===== config.mk =====
export PLATFORM = sky130hd
export DESIGN_NAME = button_press_hold_qualifier
export DESIGN_NICKNAME = d
export VERILOG_FILES = /design/src/sv/bphq_pkg.sv /design/src/sv/bphq_latch_btn.sv /design/src/sv/button_press_hold_qualifier.sv
export SDC_FILE = /design/constraint.sdc
export NUM_CORES = 1
export LEC_CHECK = 0
export ABC_AREA = 1
export BUFFER_PORTS_ARGS = -buffer_cell sky130_fd_sc_hd__buf_2
export CAP_MARGIN = 0
export CORE_ASPECT_RATIO = 0.6
export CORE_MARGIN = 3
export CORE_UTILIZATION = 35
export DETAILED_ROUTE_END_ITERATION = 12
export GPL_ROUTABILITY_DRIVEN = 0
export GPL_TIMING_DRIVEN = 0
export PLACE_DENSITY = 0.51
export SLEW_MARGIN = 20
export SYNTH_ARGS = -nofsm -noshare
export SYNTH_HDL_FRONTEND = slang
export SYNTH_HIERARCHICAL = 1
export SYNTH_SLANG_ARGS = --single-unit
export TNS_END_PERCENT = 5

===== constraint.sdc =====
create_clock -name clk_i -period 2.7 [get_ports clk_i]
set_clock_uncertainty 0.1 [all_clocks]
set_input_delay 0.54 -clock clk_i [delete_from_list [all_inputs] [get_ports clk_i]]
set_output_delay 0.54 -clock clk_i [all_outputs]
set_load 0.005 [all_outputs]

===== src/sv/bphq_pkg.sv =====
// Shared types and constants for the button press/hold qualifier.
package bphq_pkg;

  localparam int unsigned DivW  = 16;
  localparam int unsigned CntW  = 8;
  localparam int unsigned CfgIdxW = 3;
  localparam int unsigned CfgDataW = 16;

  localparam logic [CntW-1:0] CntMax = {CntW{1'b1}};
  localparam logic [2:0]      LevelsReleased = 3'b111;

  // Reset values of the configuration registers.
  localparam logic [DivW-1:0] PollDividerRst      = 16'd100;
  localparam logic [CntW-1:0] OffHoldPollsRst     = 8'd20;
  localparam logic [CntW-1:0] StartHoldPollsRst   = 8'd10;
  localparam logic [CntW-1:0] GearHoldPollsRst    = 8'd10;
  localparam logic [CntW-1:0] GearLockoutTicksRst = 8'd20;

  typedef enum logic [CfgIdxW-1:0] {
    CFG_POLL_DIVIDER       = 3'd0,
    CFG_OFF_HOLD_POLLS     = 3'd1,
    CFG_START_HOLD_POLLS   = 3'd2,
    CFG_GEAR_HOLD_POLLS    = 3'd3,
    CFG_GEAR_LOCKOUT_TICKS = 3'd4
  } cfg_idx_e;

  typedef struct packed {
    logic off_level;
    logic start_level;
    logic gear_level;
  } bphq_in_t;

  typedef struct packed {
    logic off_tap;
    logic off_long;
    logic start_long;
    logic gear_tap;
    logic gear_long;
  } bphq_out_t;

  // Hold-counter status of a latching button.
  typedef struct packed {
    logic [CntW-1:0] count;
    logic            latched;
  } bphq_btn_t;

  function automatic logic [CntW-1:0] sat_inc(input logic [CntW-1:0] v);
    return (v == CntMax) ? v : v + 1'b1;
  endfunction

endpackage


===== src/sv/bphq_latch_btn.sv =====
// Hold counter and latch for one latching button (start or gear).
module bphq_latch_btn import bphq_pkg::*; (
  input  logic            clk_i,
  input  logic            rst_ni,
  input  logic            step_i,
  input  logic            poll_i,
  input  logic            pressed_i,
  input  logic [CntW-1:0] limit_i,
  output bphq_btn_t       status_o,
  output logic            hold_o
);

  logic [CntW-1:0] count_q, count_d, count_inc;
  logic            latched_q, latched_d;

  assign count_inc = sat_inc(count_q);

  always_comb begin
    count_d   = count_q;
    latched_d = latched_q;
    hold_o    = 1'b0;
    if (poll_i) begin
      if (!pressed_i) begin
        count_d   = '0;
        latched_d = 1'b0;
      end else if (!latched_q) begin
        count_d = count_inc;
        if (count_inc >= limit_i) begin
          latched_d = 1'b1;
          hold_o    = 1'b1;
        end
      end
    end
  end

  always_ff @(posedge clk_i or negedge rst_ni) begin
    if (!rst_ni) begin
      count_q   <= '0;
      latched_q <= 1'b0;
    end else if (step_i) begin
      count_q   <= count_d;
      latched_q <= latched_d;
    end
  end

  assign status_o.count   = count_q;
  assign status_o.latched = latched_q;

endmodule


===== src/sv/button_press_hold_qualifier.sv =====
// Top level of the button press/hold qualifier for off, start and gear buttons.
//
// Usage:
//   Input channel (in_valid_i/in_ready_o/in_data_i): one word per fine tick,
//   carrying the raw active-low levels of the off, start and gear buttons.
//   Output channel (out_valid_o/out_ready_i/out_data_o): exactly one result
//   word per input word, in order, holding the press and hold flags.
//   Config channel (cfg_valid_i/cfg_ready_o/cfg_index_i/cfg_data_i): always
//   ready; writes the poll divider, hold limits and gear lockout. Unknown
//   indexes are dropped. Write only while no result is outstanding.
// Timing:
//   The result is registered: it is loaded into the output register on the
//   edge that takes the word. One word per cycle is sustained while
//   out_ready_i stays high; the rate is set by the single output register,
//   which refills on the same edge it drains.
// Reset:
//   Counters, latches and the lockout clear, the previous levels read as all
//   released, the registers take their defaults and the output is empty.
// Stall:
//   While a result waits and out_ready_i is low, in_ready_o drops and all tick
//   state holds; nothing is lost or repeated.
module button_press_hold_qualifier import bphq_pkg::*; (
  input  logic                clk_i,
  input  logic                rst_ni,
  input  logic                in_valid_i,
  output logic                in_ready_o,
  input  bphq_in_t            in_data_i,
  output logic                out_valid_o,
  input  logic                out_ready_i,
  output bphq_out_t           out_data_o,
  input  logic                cfg_valid_i,
  output logic                cfg_ready_o,
  input  logic [CfgIdxW-1:0]  cfg_index_i,
  input  logic [CfgDataW-1:0] cfg_data_i
);

  // Configuration registers.
  logic [DivW-1:0] poll_divider_q;
  logic [CntW-1:0] off_hold_polls_q, start_hold_polls_q;
  logic [CntW-1:0] gear_hold_polls_q, gear_lockout_ticks_q;

  // Tick state.
  logic [DivW-1:0] prescaler_q, prescaler_d;
  logic [DivW:0]   prescaler_next;
  logic [CntW-1:0] off_count_q, off_count_d, off_count_inc;
  logic [CntW-1:0] lockout_q, lockout_d;
  logic [2:0]      prev_levels_q;
  logic [2:0]      levels, rising;

  logic      out_valid_q;
  bphq_out_t out_data_q, result;

  logic      step, poll;
  logic      start_long, gear_long;
  bphq_btn_t start_status, gear_status;

  assign cfg_ready_o = 1'b1;

  // Take a new word whenever the output register is empty or draining.
  assign in_ready_o = !out_valid_q || out_ready_i;
  assign step       = in_valid_i && in_ready_o;

  // Bit 0 off, bit 1 start, bit 2 gear; high means released.
  assign levels = {in_data_i.gear_level, in_data_i.start_level, in_data_i.off_level};
  assign rising = levels & ~prev_levels_q;

  // Poll when the incremented prescaler reaches the divider.
  assign prescaler_next = {1'b0, prescaler_q} + 1'b1;
  assign poll           = prescaler_next >= {1'b0, poll_divider_q};
  assign prescaler_d    = poll ? '0 : prescaler_next[DivW-1:0];

  assign off_count_inc = sat_inc(off_count_q);

  always_comb begin
    result      = '0;
    off_count_d = off_count_q;
    lockout_d   = lockout_q;

    // Release edges use the counts from before this tick's poll.
    result.off_tap = rising[0] && (off_count_q < off_hold_polls_q);
    if (rising[2] && !gear_status.latched && (gear_status.count < gear_hold_polls_q)
        && (lockout_q == '0)) begin
      result.gear_tap = 1'b1;
      lockout_d       = gear_lockout_ticks_q;
    end else if (lockout_q != '0) begin
      lockout_d = lockout_q - 1'b1;
    end

    // Off reports a hold on every poll at or beyond its limit.
    if (poll) begin
      if (!levels[0]) begin
        off_count_d     = off_count_inc;
        result.off_long = off_count_inc >= off_hold_polls_q;
      end else begin
        off_count_d = '0;
      end
    end

    result.start_long = start_long;
    result.gear_long  = gear_long;
  end

  bphq_latch_btn u_start (
    .clk_i     (clk_i),
    .rst_ni    (rst_ni),
    .step_i    (step),
    .poll_i    (poll),
    .pressed_i (!levels[1]),
    .limit_i   (start_hold_polls_q),
    .status_o  (start_status),
    .hold_o    (start_long)
  );

  bphq_latch_btn u_gear (
    .clk_i     (clk_i),
    .rst_ni    (rst_ni),
    .step_i    (step),
    .poll_i    (poll),
    .pressed_i (!levels[2]),
    .limit_i   (gear_hold_polls_q),
    .status_o  (gear_status),
    .hold_o    (gear_long)
  );

  // Advance tick state on each accepted word.
  always_ff @(posedge clk_i or negedge rst_ni) begin
    if (!rst_ni) begin
      prescaler_q   <= '0;
      off_count_q   <= '0;
      lockout_q     <= '0;
      prev_levels_q <= LevelsReleased;
    end else if (step) begin
      prescaler_q   <= prescaler_d;
      off_count_q   <= off_count_d;
      lockout_q     <= lockout_d;
      prev_levels_q <= levels;
    end
  end

  // Configuration writes; unknown indexes are dropped.
  always_ff @(posedge clk_i or negedge rst_ni) begin
    if (!rst_ni) begin
      poll_divider_q       <= PollDividerRst;
      off_hold_polls_q     <= OffHoldPollsRst;
      start_hold_polls_q   <= StartHoldPollsRst;
      gear_hold_polls_q    <= GearHoldPollsRst;
      gear_lockout_ticks_q <= GearLockoutTicksRst;
    end else if (cfg_valid_i && cfg_ready_o) begin
      case (cfg_index_i)
        CFG_POLL_DIVIDER:       poll_divider_q       <= cfg_data_i[DivW-1:0];
        CFG_OFF_HOLD_POLLS:     off_hold_polls_q     <= cfg_data_i[CntW-1:0];
        CFG_START_HOLD_POLLS:   start_hold_polls_q   <= cfg_data_i[CntW-1:0];
        CFG_GEAR_HOLD_POLLS:    gear_hold_polls_q    <= cfg_data_i[CntW-1:0];
        CFG_GEAR_LOCKOUT_TICKS: gear_lockout_ticks_q <= cfg_data_i[CntW-1:0];
        default: ;
      endcase
    end
  end

  // Output register: load on accept, drop valid when taken with nothing new.
  always_ff @(posedge clk_i or negedge rst_ni) begin
    if (!rst_ni) begin
      out_valid_q <= 1'b0;
    end else if (step) begin
      out_valid_q <= 1'b1;
    end else if (out_ready_i) begin
      out_valid_q <= 1'b0;
    end
  end

  always_ff @(posedge clk_i) begin
    if (step) begin
      out_data_q <= result;
    end
  end

  assign out_valid_o = out_valid_q;
  assign out_data_o  = out_data_q;

endmodule

==> results of run 1 <==
metal layers:
metal  wire, um  vias to the layer above
met3        478                       10
met2       6360                       68
met5          0                        -
met4        112                        0
li1           -                     2895
met1       9480                     2488
worst min-delay path by stage:
stage                                  from                    to  depth (start not counted)
after floorplan                      rst_ni  gear_hold_polls_q[0]                          0
after global placement    poll_divider_q[1]     poll_divider_q[1]                          2
after detailed placement             rst_ni    poll_divider_q[10]                          1
after CTS                    cfg_data_i[14]    poll_divider_q[14]                          3
after global routing         cfg_data_i[14]    poll_divider_q[14]                          3
final                        cfg_data_i[11]    poll_divider_q[11]                          3
layout make-up:
class	instances	area, um^2	area share
multi-input combinational	604	3500	0.448
sequential	106	2700	0.345
inverter	147	552	0.0707
timing repair buffer	52	362	0.0463
tap	240	300	0.0385
clock buffer	10	229	0.0293
buffer	15	103	0.0131
clock inverter	6	67.6	0.00866
what timing repair did:
item,4_1_cts,5_1_grt
hold buffers,1,0
endpoints found under the setup margin,45,45
pin swaps,6,8
gates cloned,1,0
hold endpoints to repair,26,0
resized for setup,2,10
buffers inserted,12,4
stage by stage:
| step | instance area (um^2) | std cells |
|---|---|---|
| final | 7800 | 1180 |
| after global routing | 7800 | 1180 |
| after CTS | 7740 | 1176 |
| after detailed placement | 7300 | 1146 |
| after global placement | 7270 | 1145 |
| after floorplan | 6800 | 872 |
placed cells by master (no fill, tap or decap), types with 10 or more instances in the layout:
master,count
dfrtp_1,87
inv_1,141
nand2_1,241
buf_2,32
nor2_1,51
nand3_1,50
ha_1,58
xor2_1,21
nand4_1,10
buf_4,19
dfstp_2,13
o21ai_0,70
a21oi_1,29
state kept, by name, summed over array words and instances, names as in the netlist:
name,cells
u_start/latched_q,1
off_hold_polls_q,8
off_count_q,8
poll_divider_q,16
gear_lockout_ticks_q,8
out_valid_o,1
prescaler_q,16
start_hold_polls_q,8
prev_levels_q,2
lockout_q,8
u_gear/latched_q,1
u_gear/count_q,8
u_start/count_q,8
gear_hold_polls_q,8
out_data_o,5
tightest hold or removal path, delay by kind of cell:
kind            cells  cell delay, ns
compound gates      1            0.10
buf+inv             1            0.07
simple gates        1            0.03
report_power, final:
part           internal (W)  switching (W)  total [W]
Combinational      0.000533       0.000759    0.00129
Clock              0.000724       0.000637    0.00136
Sequential          0.00187       0.000197    0.00207
==> impl_metrics.ini, run 1 <==
[floorplan]
rows = 38
pin_count = 35
coreArea_mm2 = 0.0184
start_util = 0.364
die_height_um = 113
die-area_mm2 = 0.0210
die_x_um = 185

[worst_setup_path]
cp_slowest_stage_delay_ns = 0.40
rr_worst_depth = 18
cp_top_family = simple AND/OR/NAND/NOR gates
cp_data_required_time_ns = 2.88
r2r-start = prescaler_q[1]
end_kind = register
arrival_ns = 3.23
worstReg2RegEnd = u_gear/count_q[4]
path_buf_inv = 3
cp.depth = 18
critPathLaunchType = register
cp-startpoint = prescaler_q[1]
reg2reg_slack_ns = -0.35
critPathCapture = u_gear/count_q[4]
slowest_stage = dfrtp_1
path_max_fanout = 5
crit_type = reg -> reg
cpMostUsedCell = nor2_1
path_cells = ha_2, nand2_2, nor2_4, buf_4, nand3_1, xor2_1, ha_1, nand2_1, nor2_1, nand3_1, nor2_1, nor2_1, nand4_4, buf_12, nand2_4, a21oi_4, buf_4, o21ai_0

[layout]
final_nets = 1021
final_util = 0.423
area_growth_syn_to_layout_pct = 16.1
antenna_cells = 0
drive_gt1_frac = 0.146
fillers = 1907

[drt]
drt_iter0_drc = 399
drc = 0
vias = 5461
wl_per_cell_um = 13.9
drt_wl_total_um = 16400
post_drt_via_cell_ratio = 4.63
ant_nets = 0
first_pass_iters = 5

[pwr]
ir_drop_v = 0.000346
p_total_w = 0.00472
p_per_area_mw_per_mm2 = 605
leakagePower_nw = 4.14

[synthesis]
ys_warn_count = 6
syn-cell-area_mm2 = 0.00672
avgSynthCellArea_um2 = 7.71
synth_nets = 958
netlist_instances = 872

[sta]
final.setup.worst_slack_ns = -0.351
tns_ns = -10.46
maxSlewHeadroom = 0.577
final.min_clock_period_ns = 3.05
worst_slew_pin_slew_ns = 0.634
period_share = 1.13
setup_viol = 45
slew_viol_final = 0
fmax_mhz = 328
timing.hold.ws_ns = 0.328
rsz0062_at_grt = true
hold_viol = 0

[clocking]
clockRootBuffer = clkbuf_16
clk_latency_ns = 0.36
cts-htree-levels = 3
cts_buffers = 9
clock_sinks = 106
path_clk_slew_ns = 0.07
cts_tree = built
clk_path_buf_depth = 2

[global_route]
grt_pass1_vias = 5049
grt_max_degree = 76
antenna_found_initial = 0
grt_use_met1 = 0.272
use_met2 = 0.225
grt_overflow_total = 0
grt_pass1_wl_um = 27300
grt_usage = 0.167
grt.busiest_layer = met1
grt_use_met3 = 0.0341

[placed_design]
hpwl_um = 12100
post-place-ws_ns = -0.504
port_buffers = 33

[worst_hold_path]
holdCritPathClass = in -> reg

[outcome]
outcome = finished, violations left
violations = negative setup slack

[run]
drv_cap = 0
Power figures use the tool's default switching activity.
==> run 2: changes to the inputs <==
Settings changed: CAP_MARGIN 0 to not set, CELL_PAD_IN_SITES_DETAIL_PLACEMENT set to 0, CELL_PAD_IN_SITES_GLOBAL_PLACEMENT set to 1, PLACE_DENSITY 0.51 to 0.65, TNS_END_PERCENT 5 to not set.
==> run 2 against run 1 <==
Net effect:
- the flow still finishes with violations (negative setup slack)
- sequential share of layout area shrank 1.3 points
- maximum frequency grew 0.64%
- highest routed layer unchanged
- non-clock buffer count grew 8
- final cell count grew 0.68%
- core utilization grew 1.6 points
- power grew 4.6%
- flip-flop and latch count is the same
- global-route usage grew 0.42 points
- clock power grew 7%
- cell area grew 3.9%
- largest power group unchanged
- critical endpoint is now u_gear/count_q[0]
- clock-buffer cell count grew 2
==> impl_metrics.ini, run 2 (synthesis results as in run 1) <==
[layout]
antenna_cells = 0
area_growth_syn_to_layout_pct = 20.6
final_util = 0.439
drive_gt1_frac = 0.187
final_nets = 1029
layout.cells.most_common = nand2_1
top_regs = poll_divider_q: 16 flops, prescaler_q: 16 flops
fillers = 1874
layout_common_cells = nand2_1 (234), inv_1 (139), dfrtp_1 (86)

[clocking]
path_clk_slew_ns = 0.08
clk_latency_ns = 0.35
clk_path_buf_depth = 2
cts-htree-levels = 3
clockRootBuffer = clkbuf_16
clock_sinks = 106
cts_buffers = 9
cts_tree = built

[placed_design]
port_buffers = 33
hpwl_um = 12400

[floorplan]
die-area_mm2 = 0.0210
rows = 38
pin_count = 35
coreArea_mm2 = 0.0184
die_height_um = 113
start_util = 0.364
die_x_um = 185

[global_route]
grt_pass1_wl_um = 28100
grt_max_degree = 56
antenna_found_initial = 0
grt_pass1_vias = 5123
grt_overflow_total = 0
grt_usage = 0.171

[drt]
wl_per_cell_um = 14.6
routed-wl-met3_um = 596
highest_layer = met4
post_drt_via_cell_ratio = 4.61
first_pass_iters = 5
drt_iter0_drc = 306
drc = 0
vias = 5479
m1WireLength_um = 10100
drt_wl_total_um = 17400
ant_nets = 0
dr_wl_met2_um = 6650

[pwr]
pwr-share-comb = 0.284
clockPowerShare = 0.294
internal_power_w = 0.00328
ir_drop_v = 0.000336
switching_power_w = 0.00166
p_per_area_mw_per_mm2 = 609
leakagePower_nw = 4.19
swShare = 0.336
p_seq_frac = 0.422

[worst_setup_path]
slowest_stage = dfrtp_1
end_kind = register
path_max_fanout = 5
reg2reg_slack_ns = -0.33
crit_type = reg -> reg
cpMostUsedCell = nand2_1
worstReg2RegEnd = u_gear/count_q[0]
critPathLaunchType = register
rr_worst_depth = 22
path_buf_inv = 3
cp_top_family = simple AND/OR/NAND/NOR gates
cp_slowest_stage_delay_ns = 0.40
path_cells = ha_2, nand2_2, nor2_4, nand3b_4, nor2_4, nand2_2, xor2_2, ha_1, nand2_1, inv_2, nand2_1, nand2_1, nand2_1, nand2_1, nand2_2, nand4_4, buf_12, nand2_8, a21oi_4, inv_2, nand2_1, nand2_1
cp_data_required_time_ns = 2.85
r2r-start = prescaler_q[1]
arrival_ns = 3.18

[sta]
rsz0062_at_grt = true
final.min_clock_period_ns = 3.03
worst_slew_pin_slew_ns = 0.797
tns_ns = -9.84
maxSlewHeadroom = 0.468
slew_viol_final = 0
fmax_mhz = 330
final.setup.worst_slack_ns = -0.331
period_share = 1.12
timing.hold.ws_ns = 0.0331
setup_viol = 45
hold_viol = 0

[outcome]
outcome = finished, violations left
violations = negative setup slack

[run]
drv_cap = 0

[worst_hold_path]
holdCritPathClass = in -> async
## run 2: power groups by stage
stage	clock network, W	registers [W]	logic (W)
detailed placement	0	0.00211	0.00122
finish	0.00145	0.00208	0.00140
floorplan	0	0.00204	0.000926
global route	0.00155	0.00211	0.00164
CTS	0.00150	0.00207	0.00129
global placement	0	0.00211	0.00121
## run 2: timing repair
action | in CTS | in global routing
pin swaps | 15 | 25
cloned | 0 | 1
gates resized for setup | 15 | 52
hold buffers | 0 | 0
endpoints found under the setup margin | 45 | 45
setup buffers | 12 | 13
## run 2: worst max path at each step
| stage | startpoint | to | slack (ns) | cells after the start |
|---|---|---|---|---|
| detailed placement | prescaler_q[0] | u_gear/count_q[0] | -0.53 | 22 |
| global route | prescaler_q[0] | u_start/count_q[1] | -0.53 | 22 |
| global placement | prescaler_q[0] | u_gear/count_q[0] | -0.58 | 20 |
| floorplan | prescaler_q[0] | u_gear/count_q[1] | -0.08 | 20 |
| finish | prescaler_q[1] | u_gear/count_q[0] | -0.33 | 22 |
| CTS | prescaler_q[1] | u_gear/count_q[5] | -0.25 | 22 |
## run 2: through the flow
step / power [W] / cell area, um^2 / std cells / worst slack [ns]
after floorplan: 0.00297 / 6810 / 872 / -0.0814
after global placement: 0.00332 / 7280 / 1145 / -0.581
after detailed placement: 0.00332 / 7310 / 1146 / -0.534
after CTS: 0.00486 / 7770 / 1174 / -0.252
after global routing: 0.00530 / 8110 / 1188 / -0.535
final: 0.00494 / 8110 / 1188 / -0.331
## run 2: area by class of cell
class,instances,area [um^2],area share
buffer,15,103,0.0127
clock buffer,12,236,0.0292
clock inverter,4,75.1,0.00926
inverter,147,552,0.0681
multi-input combinational,604,3700,0.456
sequential,106,2700,0.333
tap,240,300,0.0370
timing repair buffer,60,443,0.0546
## run 2: routing by layer
layer  GRT usage  up-vias
li1            -     2905
met1       0.286     2493
met2       0.225       74
met3      0.0337        7
met4      0.0240        0
met5           0        -
==> run 3: changes to the inputs <==
Settings changed: SYNTH_HIERARCHICAL 1 to not set.
==> run 3 against run 2 <==
Net effect:
- the run still ends with negative setup slack left
- global-route usage grew 1.9 points
- first-iteration DRC count rose by 37%
- highest routed layer unchanged
- critical path depth decreased by 7
- clock-buffer cell count fell by 3
- cell area shrank 1.3%
- non-clock buffer count rose by 4
- power fell by 3.2%
- sequential power barely moved
- maximum frequency up 4.4%
- largest cell class unchanged
- core utilization shrank 0.13 points
==> impl_metrics.ini, run 3 <==
[synthesis]
synth_edf_count = 5
ys_warn_count = 0
avgSynthCellArea_um2 = 7.74
yosys.area.top_type_share = 0.334
syn-cell-area_mm2 = 0.00659
ys_ff_latch = 106
yosysTopAreaCell = dfrtp_1
synthFlopType = dfrtp_1
async_flop_share = 0.953
netlist_instances = 852
ys_types = 39
yosys-top-cells-count = nand2_1 (240), inv_1 (116), dfrtp_1 (88)
synth.area.top_cells = dfrtp_1 (33%), nand2_1 (14%), ha_1 (11%), inv_1 (6.6%), dfstp_2 (5.2%)
ys_seq_area_frac = 0.409
synth_nets = 938
yosysMostFrequentCell = nand2_1

[drt]
vias = 5585
post_drt_via_cell_ratio = 4.79
drc = 0
first_pass_iters = 5
wl_per_cell_um = 16.1
drt_iter0_drc = 418
ant_nets = 0
drt_wl_total_um = 18800

[pwr]
leakagePower_nw = 4.09
internal_power_w = 0.00306
ir_drop_v = 0.000287
clockPowerShare = 0.288
switching_power_w = 0.00172
p_seq_frac = 0.431
p_per_area_mw_per_mm2 = 598
swShare = 0.361
pwr-share-comb = 0.281

[sta]
setup_viol = 45
fmax_mhz = 345
hold_viol = 0
tns_ns = -6.67
final.min_clock_period_ns = 2.90
period_share = 1.07
worst_slew_pin_slew_ns = 1.04
slew_viol_final = 0
final.setup.worst_slack_ns = -0.202
timing.hold.ws_ns = 0.312
rsz0062_at_grt = true
maxSlewHeadroom = 0.306

[floorplan]
die_height_um = 112
start_util = 0.361
die-area_mm2 = 0.0206
die_x_um = 183
pin_count = 35
coreArea_mm2 = 0.0183
rows = 38

[outcome]
outcome = finished, violations left
violations = negative setup slack

[global_route]
grt_usage = 0.190
grt_overflow_total = 0
grt_pass1_wl_um = 30100
grt_pass1_vias = 5155
grt_max_degree = 75
antenna_found_initial = 0

[placed_design]
hpwl_um = 13400
port_buffers = 31

[clocking]
cts_tree = built
path_clk_slew_ns = 0.08
clk_path_buf_depth = 2
cts_buffers = 9
clockRootBuffer = clkbuf_16
cts-htree-levels = 3
clock_sinks = 106
clk_latency_ns = 0.37

[worst_setup_path]
crit_type = reg -> reg
cp_data_required_time_ns = 2.84
path_max_fanout = 5
reg2reg_slack_ns = -0.20
arrival_ns = 3.04
critPathLaunchType = register
end_kind = register

[layout]
antenna_cells = 0
drive_gt1_frac = 0.187
top_regs = poll_divider_q: 16 flops, prescaler_q: 16 flops
layout.cells.most_common = nand2_1
final_nets = 1008
area_growth_syn_to_layout_pct = 21.3
layout_common_cells = nand2_1 (227), inv_1 (106), dfrtp_1 (81)

[worst_hold_path]
holdCritPathClass = in -> reg

[run]
drv_cap = 0
run 3: what timing repair did:
| item | 4_1_cts | 5_1_grt |
|---|---|---|
| hold buffers | 1 | 0 |
| gates cloned | 2 | 1 |
| hold endpoints to repair | 25 | 0 |
| pin swaps | 14 | 29 |
| setup endpoints to repair | 45 | 45 |
| setup buffers | 6 | 17 |
| resized for setup | 45 | 43 |
run 3: cell families after synthesis:
kind of cell	Yosys count	share of synthesized area
simple gates	385	0.246
buf+inv	139	0.0850
compound gates	133	0.108
flops	106	0.409
fa+ha+maj	59	0.112
xor+xnor	28	0.0372
other cells	1	0.000569
mux	1	0.00171
run 3: per-stage QoR:
stage / worst slack (ns) / utilization / std cells / area (um^2) / power, W
2_1_floorplan: 0.0619 / - / 852 / 6590 / 0.00287
3_3_place_gp: -0.467 / 0.386 / 1123 / 7050 / 0.00323
3_5_place_dp: -0.449 / 0.388 / 1124 / 7080 / 0.00325
4_1_cts: -0.117 / 0.421 / 1149 / 7680 / 0.00476
5_1_grt: -0.329 / 0.438 / 1167 / 8000 / 0.00515
6_report: -0.202 / 0.438 / 1167 / 8000 / 0.00478
run 3: final cells by class:
cell class | instances | area [um^2]
Buffer | 21 | 145
Clock buffer | 9 | 225
Clock inverter | 7 | 80.1
Sequential cell | 106 | 2700
Fill cell | 1891 | 10300
Tap cell | 240 | 300
Timing Repair Buffer | 58 | 440
Inverter | 118 | 447
Multi-Input combinational cell | 608 | 3660
run 3: worst paths after layout:
path,startpoint,end,cells past startpoint
hold reg to reg,start_hold_polls_q[7],start_hold_polls_q[7],2
setup reg to reg,prescaler_q[9],out_data_o[0],15
min in group asynchronous,rst_ni,prescaler_q[9],2
hold / removal,cfg_data_i[12],poll_divider_q[12],3
setup / recovery,prescaler_q[9],out_data_o[0],15
max in group asynchronous,rst_ni,gear_lockout_ticks_q[4],3
run 3: power by group through the flow:
stage	logic (W)	registers, W	clock network, W
floorplan	0.000847	0.00203	0
global placement	0.00115	0.00208	0
detailed placement	0.00117	0.00208	0
CTS	0.00128	0.00206	0.00143
global route	0.00157	0.00210	0.00148
finish	0.00135	0.00206	0.00138
run 3: layer usage:
metal / GRT usage / up-vias / part of all wire / routed length [um]
met5: 0 / - / 0 / 0
met4: 0.0380 / 0 / 0.0087 / 163
met3: 0.0395 / 14 / 0.054 / 1020
met2: 0.227 / 118 / 0.35 / 6530
met1: 0.333 / 2554 / 0.59 / 11100
li1: - / 2899 / - / -
run 3: worst max-delay path, cell delays in order, from the launching register on:
cell and delay [ns]:
dfrtp_1 0.41, nand2_1 0.11, nor4_2 0.28, nand2_1 0.17, xor2_2 0.24, inv_1 0.07
ha_1 0.29, nand2_1 0.08, nor3_2 0.16, nand3b_1 0.11, nand2_2 0.10, nor2_4 0.05
buf_12 0.13, nand2_8 0.13, clkinvlp_4 0.17, nor2_2 0.15
